===== src/rtl/core/fat12_cluster_chain_walker_top_assert.svh =====
// Assertion macros shared by the cluster chain walker files.
// FAT12CW_ASSERT checks a property while the block is out of reset.
// FAT12CW_ASSERT_RST checks a property on every clock edge, reset included.
`ifndef FAT12_CLUSTER_CHAIN_WALKER_TOP_ASSERT_SVH
`define FAT12_CLUSTER_CHAIN_WALKER_TOP_ASSERT_SVH
`ifndef SYNTHESIS
`define FAT12CW_ASSERT(lbl, prop) \
    lbl: assert property (@(posedge aclk) disable iff (!aresetn) prop) \
        else $error("fat12cw assertion failed");
`define FAT12CW_ASSERT_RST(lbl, prop) \
    lbl: assert property (@(posedge aclk) prop) \
        else $error("fat12cw reset assertion failed");
`else
`define FAT12CW_ASSERT(lbl, prop)
`define FAT12CW_ASSERT_RST(lbl, prop)
`endif
`endif


===== src/rtl/core/fat12cw_pkg.sv =====
package fat12cw_pkg;

    // FAT store geometry. The store is split into an even and an odd bank.
    localparam int FAT_BYTES  = 8192;
    localparam int ADDR_W     = 13;
    localparam int BANK_DEPTH = FAT_BYTES / 2;
    localparam int BANK_AW    = $clog2(BANK_DEPTH);

    // Field widths.
    localparam int CLUS_W = 12;
    localparam int LBA_W  = 24;
    localparam int PROD_W = 20;
    localparam int DSL_W  = 16;
    localparam int SPC_W  = 8;
    localparam int CFG_W  = 16;
    localparam int IN_DATA_W  = 40;
    localparam int OUT_DATA_W = 40;

    // FAT12 entry constants.
    localparam logic [CLUS_W-1:0] ENTRY_MASK = 12'hFFF;
    localparam logic [CLUS_W-1:0] END_MARK   = 12'hFF8;
    localparam logic [CLUS_W-1:0] FIRST_DATA_CLUSTER = 12'd2;

    // Opcodes on the input channel.
    localparam logic [1:0] OP_LOAD    = 2'd0;
    localparam logic [1:0] OP_START   = 2'd1;
    localparam logic [1:0] OP_ADVANCE = 2'd2;

    // Result status codes.
    localparam logic [1:0] STAT_OK   = 2'd0;
    localparam logic [1:0] STAT_LOW  = 2'd1;
    localparam logic [1:0] STAT_IDLE = 2'd2;

    // Configuration register indexes.
    localparam logic CFG_DATA_START = 1'b0;
    localparam logic CFG_SPC        = 1'b1;

    // Reset values of the configuration registers.
    localparam logic [DSL_W-1:0] DATA_START_RESET = 16'd33;
    localparam logic [SPC_W-1:0] SPC_RESET        = 8'd1;

    // Command queue between front and back.
    localparam int QUEUE_DEPTH = 2;
    localparam int QUEUE_AW    = $clog2(QUEUE_DEPTH);
    localparam int QUEUE_CW    = $clog2(QUEUE_DEPTH + 1);

    typedef enum logic [1:0] {
        KIND_LOAD    = 2'd0,
        KIND_START   = 2'd1,
        KIND_ADVANCE = 2'd2
    } kind_t;

    typedef struct packed {
        kind_t               kind;
        logic [ADDR_W-1:0]   fat_address;
        logic [7:0]          fat_byte;
        logic [CLUS_W-1:0]   start_cluster;
    } cmd_t;

endpackage


===== src/rtl/core/fat12cw_fifo.sv =====
`include "fat12_cluster_chain_walker_top_assert.svh"

module fat12cw_fifo import fat12cw_pkg::*; (
    input  logic aclk,
    input  logic aresetn,
    input  logic push,
    input  cmd_t push_cmd,
    input  logic pop,
    output cmd_t head_cmd,
    output logic empty,
    output logic full
);

    cmd_t                mem_reg [QUEUE_DEPTH];
    logic [QUEUE_AW-1:0] wr_ptr_reg, wr_ptr_next;
    logic [QUEUE_AW-1:0] rd_ptr_reg, rd_ptr_next;
    logic [QUEUE_CW-1:0] count_reg, count_next;

    assign empty    = (count_reg == '0);
    assign full     = (count_reg == QUEUE_CW'(QUEUE_DEPTH));
    assign head_cmd = mem_reg[rd_ptr_reg];

    // Pointer and fill count update.
    always_comb begin
        wr_ptr_next = wr_ptr_reg;
        rd_ptr_next = rd_ptr_reg;
        count_next  = count_reg;
        if (push) begin
            wr_ptr_next = (wr_ptr_reg == QUEUE_AW'(QUEUE_DEPTH - 1)) ? '0 : wr_ptr_reg + 1'b1;
        end
        if (pop) begin
            rd_ptr_next = (rd_ptr_reg == QUEUE_AW'(QUEUE_DEPTH - 1)) ? '0 : rd_ptr_reg + 1'b1;
        end
        if (push && !pop) begin
            count_next = count_reg + 1'b1;
        end else if (pop && !push) begin
            count_next = count_reg - 1'b1;
        end
    end

    always_ff @(posedge aclk) begin
        if (!aresetn) begin
            wr_ptr_reg <= '0;
            rd_ptr_reg <= '0;
            count_reg  <= '0;
        end else begin
            wr_ptr_reg <= wr_ptr_next;
            rd_ptr_reg <= rd_ptr_next;
            count_reg  <= count_next;
        end
    end

    // Queue slots carry payload only.
    always_ff @(posedge aclk) begin
        if (push) begin
            mem_reg[wr_ptr_reg] <= push_cmd;
        end
    end

    `FAT12CW_ASSERT(a_fifo_count_bound, count_reg <= QUEUE_CW'(QUEUE_DEPTH))
    `FAT12CW_ASSERT(a_fifo_no_underflow, pop |-> (count_reg != '0))
    `FAT12CW_ASSERT(a_fifo_no_overflow, (push && !pop) |-> !full)

endmodule


===== config.mk =====
export PLATFORM = sky130hd
export DESIGN_NAME = fat12cw_fifo
export DESIGN_NICKNAME = d
export VERILOG_FILES = /design/src/rtl/core/fat12cw_pkg.sv /design/src/rtl/core/fat12cw_fifo.sv
export VERILOG_INCLUDE_DIRS = /design/src /design/src/rtl/core
export SDC_FILE = /design/constraint.sdc
export NUM_CORES = 1
export LEC_CHECK = 0
export BUFFER_PORTS_ARGS = -buffer_cell sky130_fd_sc_hd__buf_2
export CORE_MARGIN = 5
export CORE_UTILIZATION = 53
export CTS_BUF_LIST = sky130_fd_sc_hd__clkbuf_2 sky130_fd_sc_hd__clkbuf_4 sky130_fd_sc_hd__clkbuf_8
export DETAILED_ROUTE_END_ITERATION = 10
export PLACE_DENSITY = 0.83
export SKIP_CTS_REPAIR_TIMING = 1
export SYNTH_ARGS = -nofsm -noshare
export SYNTH_HDL_FRONTEND = slang
export SYNTH_SLANG_ARGS = --single-unit

===== constraint.sdc =====
create_clock -name aclk -period 3.1 [get_ports aclk]
set_input_delay 0.31 -clock aclk [delete_from_list [all_inputs] [get_ports aclk]]
set_output_delay 0.31 -clock aclk [all_outputs]
set_load 0.03 [all_outputs]

# ---- Word-level counts from Yosys, hierarchy flattened
# Memories as Yosys holds them, arrays and structs flattened. A register that Yosys moved wholly into a read port is not among the register bits.
# Cells that the tools add are included.
dict set report word_totals {
  ff_bits 4
  mem_bits_rw 70
  input_bits 39
  n_memories 1
}
dict set report classes {
  add_sub_neg 4
  n_eq_ne 1
  n_mux 8
  reduce_logical 6
}
# memory depth word_bits rd rd_ports_with_merged_regs write_ports line_no
set memory_table {}
lappend memory_table {mem_reg 2 35 1 1 1 fat12cw_fifo.sv:14} ;# cmd_t mem_reg [QUEUE_DEPTH];
# cell n
set op_table {}
lappend op_table {{$mux W1} 6}
lappend op_table {{$mux W2} 2}
lappend op_table {{$add A1 B1 Y1 const B} 2}
lappend op_table {{$add A2 B1 Y2 const B} 1}
lappend op_table {{$eq A2 B2 Y1 const B} 1}
lappend op_table {{$logic_and A1 B1 Y1} 2}
lappend op_table {{$logic_not A1 Y1} 2}
lappend op_table {{$logic_not A2 Y1} 1}
lappend op_table {{$reduce_bool A2 Y1} 1}
lappend op_table {{$sub A2 B1 Y2 const B} 1}

# ---- Longest topological paths before layout
# Gate-level depths: netlist (run 1).
dict set report depth {
  depth_word 4
  mapped_depth 5
  mapped_depth_nobuf 5
}

# ---- Worst setup path before layout (run 1)
# OpenSTA, ideal clock, no wires.
dict set report synth_path {
  path_kind {input to register}
  startpoint {in push}
  endpoint {mem mem_reg[0][0] in the netlist's numbering, enable pin}
  setup_time_ps 433
  arrival_time_ps 1917
  path_slack_ps 751
  stages 1
  n_path_buf 0
  path_cell_list {nor2b_1}
}
dict set report synth_between {
  elab_chain_len 2
}
# element line_no
set synth_lines {}
lappend synth_lines {{start: declaration} fat12cw_fifo.sv:6} ;# input logic push,
lappend synth_lines {{$mux W1} fat12cw_fifo.sv:55} ;# if (push) begin
lappend synth_lines {{$mux W1 (not written as such)} fat12cw_fifo.sv:56} ;# mem_reg[wr_ptr_reg] <= push_cmd;
lappend synth_lines {{end: declaration} fat12cw_fifo.sv:14}
# No other way between the ends.

==> results of run 1 <==
## logic make-up after synthesis
group	Yosys count	synth area share (%)
AOI/OAI and AO/OA	3	0.730
xor gates and xnor gates	3	0.958
adders and majority gates	1	0.456
buffers and inverters	5	1.14
DFF	75	80.3
muxes	35	14.4
and+or+nand+nor	9	2.05
## stage by stage
stage / std cells / instance area (um2)
after detailed placement: 272 / 3190
after global placement: 272 / 3190
after floorplan: 131 / 2740
after CTS: 288 / 3420
final: 288 / 3420
after global routing: 288 / 3420
## per-layer routing
metal,vias up,track usage (%)
li1,667,-
met1,690,15.8
met2,44,24.8
met3,8,6.03
met4,0,7.97
met5,-,0
## path summary, 6_finish.rpt
| kind | endpoint | cells after the start | startpoint |
|---|---|---|---|
| setup / recovery | head_cmd[15] | 2 | register |
| hold / removal | mem_reg[1][19] | 1 | push_cmd[19] |
| setup reg to reg | mem_reg[0][2] | 1 | wr_ptr_reg |
| hold reg to reg | count_reg[1] | 2 | count_reg[1] |
## cell usage after synthesis
cell / number
a21boi_1: 1
and2_1: 4
and2b_2: 1
buf_2: 1
buf_4: 3
dfxtp_1: 5
edfxtp_1: 70
ha_1: 1
inv_1: 1
mux2_2: 35
nor2_1: 1
nor2b_1: 2
o21a_1: 1
o21ai_0: 1
or3_1: 1
xnor2_1: 1
xor2_1: 2
## final cells by class
| cell class | instances | area (um2) |
|---|---|---|
| sequential | 75 | 2200 |
| fill | 366 | 1650 |
| multi-input combinational | 51 | 518 |
| timing repair buffer | 75 | 375 |
| clock buffer | 10 | 131 |
| clock inverter | 6 | 104 |
| tap | 70 | 87.6 |
| inverter | 1 | 3.75 |
## power by group through the flow
stage               Clock (mW)  Sequential [mW]  Combinational (mW)
finish                   0.873             1.20               0.289
global route             0.939             1.21               0.309
CTS                      0.886             1.20               0.294
detailed placement           0             1.22               0.292
global placement             0             1.22               0.289
floorplan                    0             1.20               0.220
==> impl_metrics.tcl, run 1 <==
set metrics [dict create \
    cp-end-kind "primary output" \
    worst_pin_slew_ps 1010 \
    p_per_area_nw_per_um2 690 \
    finalMaxSlewViolations 0 \
    detail_route.wl_per_cell_um 15.8 \
    largest_reg_flops 70 \
    drive_gt1_share_pct 59.2 \
    cts.sinks 75 \
    crit_chain "mux2_2 -> buf_2" \
    clkLatencyLatePin_ps 330 \
    critPathRequiredTime_ps 2790 \
    ant_nets 0 \
    cts_tree "yes" \
    grt-ovfl-total 0 \
    hold_path.class "primary input to register" \
    pwr-share-seq_pct 50.8 \
    wl_met1_um 1770 \
    route.met2.wl_um 2400 \
    period_share_pct 68.6 \
    total_power_mw 2.36 \
    syn-num-nets 171 \
    final_common_cell "buf_2" \
    synth-seq-cells 75 \
    netlist.area_leader.share_pct 76.6 \
    cp_slowest_cell "dfxtp_2" \
    drcViolationCount 0 \
    routed_via_density 4.89 \
    clockBufferDepth 2 \
    netlist_instances 131 \
    clockPowerShare_pct 37.0 \
    wl_um 4560 \
    vdd_ir_drop_max_v 0.000398 \
    diodes 0 \
    path_clk_slew_ps 70 \
    core_um2 5070 \
    globalplace.congestion 0.681 \
    crit_path_start_kind "register" \
    fin_crit_ps 2130 \
    io_buffers 75 \
    rsz0062_at_grt "no" \
    netlist_area_um2 2740 \
    grt_pass1_vias 1484 \
    start_util_pct 54.0 \
    max_freq_mhz 470 \
    setup_ws_ps 973 \
    cp_max_fo 35 \
    ys.warnings.count 0 \
    slew_headroom_pct 32.8 \
    met3WireLength_um 302 \
    htree_levels 3 \
    final_util_pct 67.5 \
    p_switching_uw 544 \
    first_iter_violations 79 \
    ys_seq_area_share_pct 80.3 \
    p_comb_share_pct 12.2 \
    die_h_um 81.9 \
    cellLeakagePower_nw 1.31 \
    antenna_found_initial 0 \
    top_layer_used "met4" \
    grt_max_degree 37 \
    yosysTopAreaCell "edfxtp_1" \
    crit_type "register to primary output" \
    synth_cell_type_count 17 \
    finalSetupTns_ps 0 \
    final_hold_viol_count 0 \
    post-place-ws_ps 1300 \
    io_pins 76 \
    setup_violations 0 \
    intPower_mw 1.82 \
    synth.area.top_cells "edfxtp_1 (77%), mux2_2 (14%), dfxtp_1 (3.6%)" \
    rows 26 \
    outcome "finished, final reports clean" \
    grt_usage_pct 14.7 \
    switching_share_pct 23.0 \
    fin_hold_ws_ps 160 \
    drt-pass1-iter-count 4 \
    syn_avg_cell_area_um2 20.9 \
    finalNetCount 253 \
    root_buffer "clkbuf_8" \
    area_growth_pct 24.8 \
    vias 1409 \
    die-width_um 81.9 \
    layout_common_cells "buf_2 (75), edfxtp_1 (70), mux2_2 (35)" \
    cts_made_buffers 9 \
    finClkSkew_ps 3.36 \
    cp.arrival_ps 1820 \
    critPathBufInv 1 \
    grt_pass1_wl_um 6890 \
    cp_top_family "flip-flops" \
    dieArea_um2 6710 \
    reg2reg_setup_slack_ps 1580 \
    slowest_delay_ps 870 \
    maxCapViolations 0 \
]
(Power assumes the default switching activity.)
==> run 2: changes to the inputs <==
--- a/config.mk
+++ b/config.mk
@@ -8,10 +8,10 @@
 export LEC_CHECK = 0
 export BUFFER_PORTS_ARGS = -buffer_cell sky130_fd_sc_hd__buf_2
 export CORE_MARGIN = 5
-export CORE_UTILIZATION = 53
+export CORE_UTILIZATION = 48
 export CTS_BUF_LIST = sky130_fd_sc_hd__clkbuf_2 sky130_fd_sc_hd__clkbuf_4 sky130_fd_sc_hd__clkbuf_8
 export DETAILED_ROUTE_END_ITERATION = 10
-export PLACE_DENSITY = 0.83
+export PLACE_DENSITY = 0.79
 export SKIP_CTS_REPAIR_TIMING = 1
 export SYNTH_ARGS = -nofsm -noshare
 export SYNTH_HDL_FRONTEND = slang
==> constraint.sdc (replaced) <==
create_clock -name aclk -period 1.8 [get_ports aclk]
set_input_delay 0.18 -clock aclk [delete_from_list [all_inputs] [get_ports aclk]]
set_output_delay 0.18 -clock aclk [all_outputs]
set_load 0.03 [all_outputs]
==> run 2 against run 1 <==
  * Cell count increased by 2.4%
  * First-iteration DRC count decreased by 30%
  * Critical path depth increased by 1
  * Flip-flop and latch count unchanged
  * Critical path type unchanged
==> impl_metrics.tcl, run 2 (synthesized netlist as in run 1, its figures left out) <==
set metrics [dict create \
    vdd_ir_drop_max_v 0.000588 \
    cp_top_family "buffers and inverters" \
    crit_chain "buf_4 -> mux2_2 -> buf_2" \
    detail_route.wl_per_cell_um 16.3 \
    critPathRequiredTime_ps 1620 \
    p_per_area_nw_per_um2 1090 \
    finalMaxSlewViolations 0 \
    fin_cells 295 \
    cp_max_fo 15 \
    hpwl_um 3470 \
    drive_gt1_share_pct 58.7 \
    grt-ovfl-total 0 \
    grt_max_degree 26 \
    slowest_delay_ps 380 \
    wl_um 4820 \
    fin_hold_ws_ps 39.4 \
    cts_tree "yes" \
    total_power_mw 3.76 \
    grt_usage_pct 14.4 \
    io_buffers 75 \
    cp.arrival_ps 1500 \
    dieArea_um2 7330 \
    globalplace.congestion 0.701 \
    root_buffer "clkbuf_8" \
    period_share_pct 93.1 \
    io_pins 76 \
    finalNetCount 258 \
    cts_made_buffers 9 \
    final_common_cell "buf_2" \
    die-width_um 85.6 \
    cts.sinks 75 \
    slew_headroom_pct 74.1 \
    crit_path_start_kind "register" \
    routed_via_density 4.93 \
    maxCapViolations 0 \
    hold_path.class "primary input to register" \
    core_um2 5540 \
    vias 1453 \
    drt-pass1-iter-count 5 \
    start_util_pct 49.5 \
    rows 27 \
    fin_crit_ps 1680 \
    path_clk_slew_ps 70 \
    cp-end-kind "primary output" \
    rsz0062_at_grt "no" \
    reg2reg_setup_slack_ps 500 \
    largest_reg_flops 70 \
    first_iter_violations 55 \
    clkLatencyLatePin_ps 320 \
    post-place-ws_ps 472 \
    drcViolationCount 0 \
    diodes 0 \
    crit_type "register to primary output" \
    final_hold_viol_count 0 \
    die_h_um 85.6 \
    layout_common_cells "buf_2 (75), edfxtp_1 (70), mux2_2 (35)" \
    setup_violations 0 \
    grt_pass1_wl_um 7970 \
    worst_pin_slew_ps 387 \
    setup_ws_ps 124 \
    dp.cells 279 \
    htree_levels 3 \
    outcome "finished, final reports clean" \
    finClkSkew_ps 4.18 \
    antenna_found_initial 0 \
    area_growth_pct 25.2 \
    ant_nets 0 \
    finalSetupTns_ps 0 \
    grt_pass1_vias 1665 \
    max_freq_mhz 597 \
    cp_slowest_cell "mux2_2" \
    cellLeakagePower_nw 1.31 \
    clockBufferDepth 2 \
    critPathBufInv 2 \
]
[run 2: cell count changes in the layout (fill, tap and decap cells not counted), sizes merged]
cell	change
bufinv	-2
clkinv	+2
clkbuf	-1
clkinvlp	+1
buf	+5
[run 2: per-stage QoR]
step | utilization, % | cell area (um2)
3_5_place_dp | 58.7 | 3250
6_report | 62.0 | 3430
5_1_grt | 62.0 | 3430
3_3_place_gp | 58.7 | 3250
4_1_cts | 62.0 | 3430
2_1_floorplan | - | 2750
[run 2: path summary, 6_finish.rpt]
path,from,to,cells past startpoint
setup / recovery,register,head_cmd[14],3
hold / removal,push_cmd[21],mem_reg[1][21],1
setup reg to reg,wr_ptr_reg,mem_reg[1][19],2
hold reg to reg,count_reg[1],count_reg[1],2
[run 2: where the power goes]
group | switching [mW] | internal, mW
logic | 0.341 | 0.211
registers | 0.0292 | 2.01
clock network | 0.545 | 0.621
total | 0.916 | 2.84
[run 2: final cells by class]
| class | instances | area, um2 |
|---|---|---|
| Clock buffer | 9 | 124 |
| Clock inverter | 7 | 58.8 |
| Fill cell | 463 | 2110 |
| Inverter | 1 | 3.75 |
| Multi-Input combinational cell | 51 | 518 |
| Sequential cell | 75 | 2200 |
| Tap cell | 72 | 90.1 |
| Timing Repair Buffer | 80 | 438 |
[run 2: layer usage]
metal  track usage (%)  up-vias  share of wire, %
li1                  -      679                 -
met1              16.3      722                41
met2              25.5       45                53
met3              3.65        7               5.6
met4              6.91        0              0.98
met5                 0        -                 0
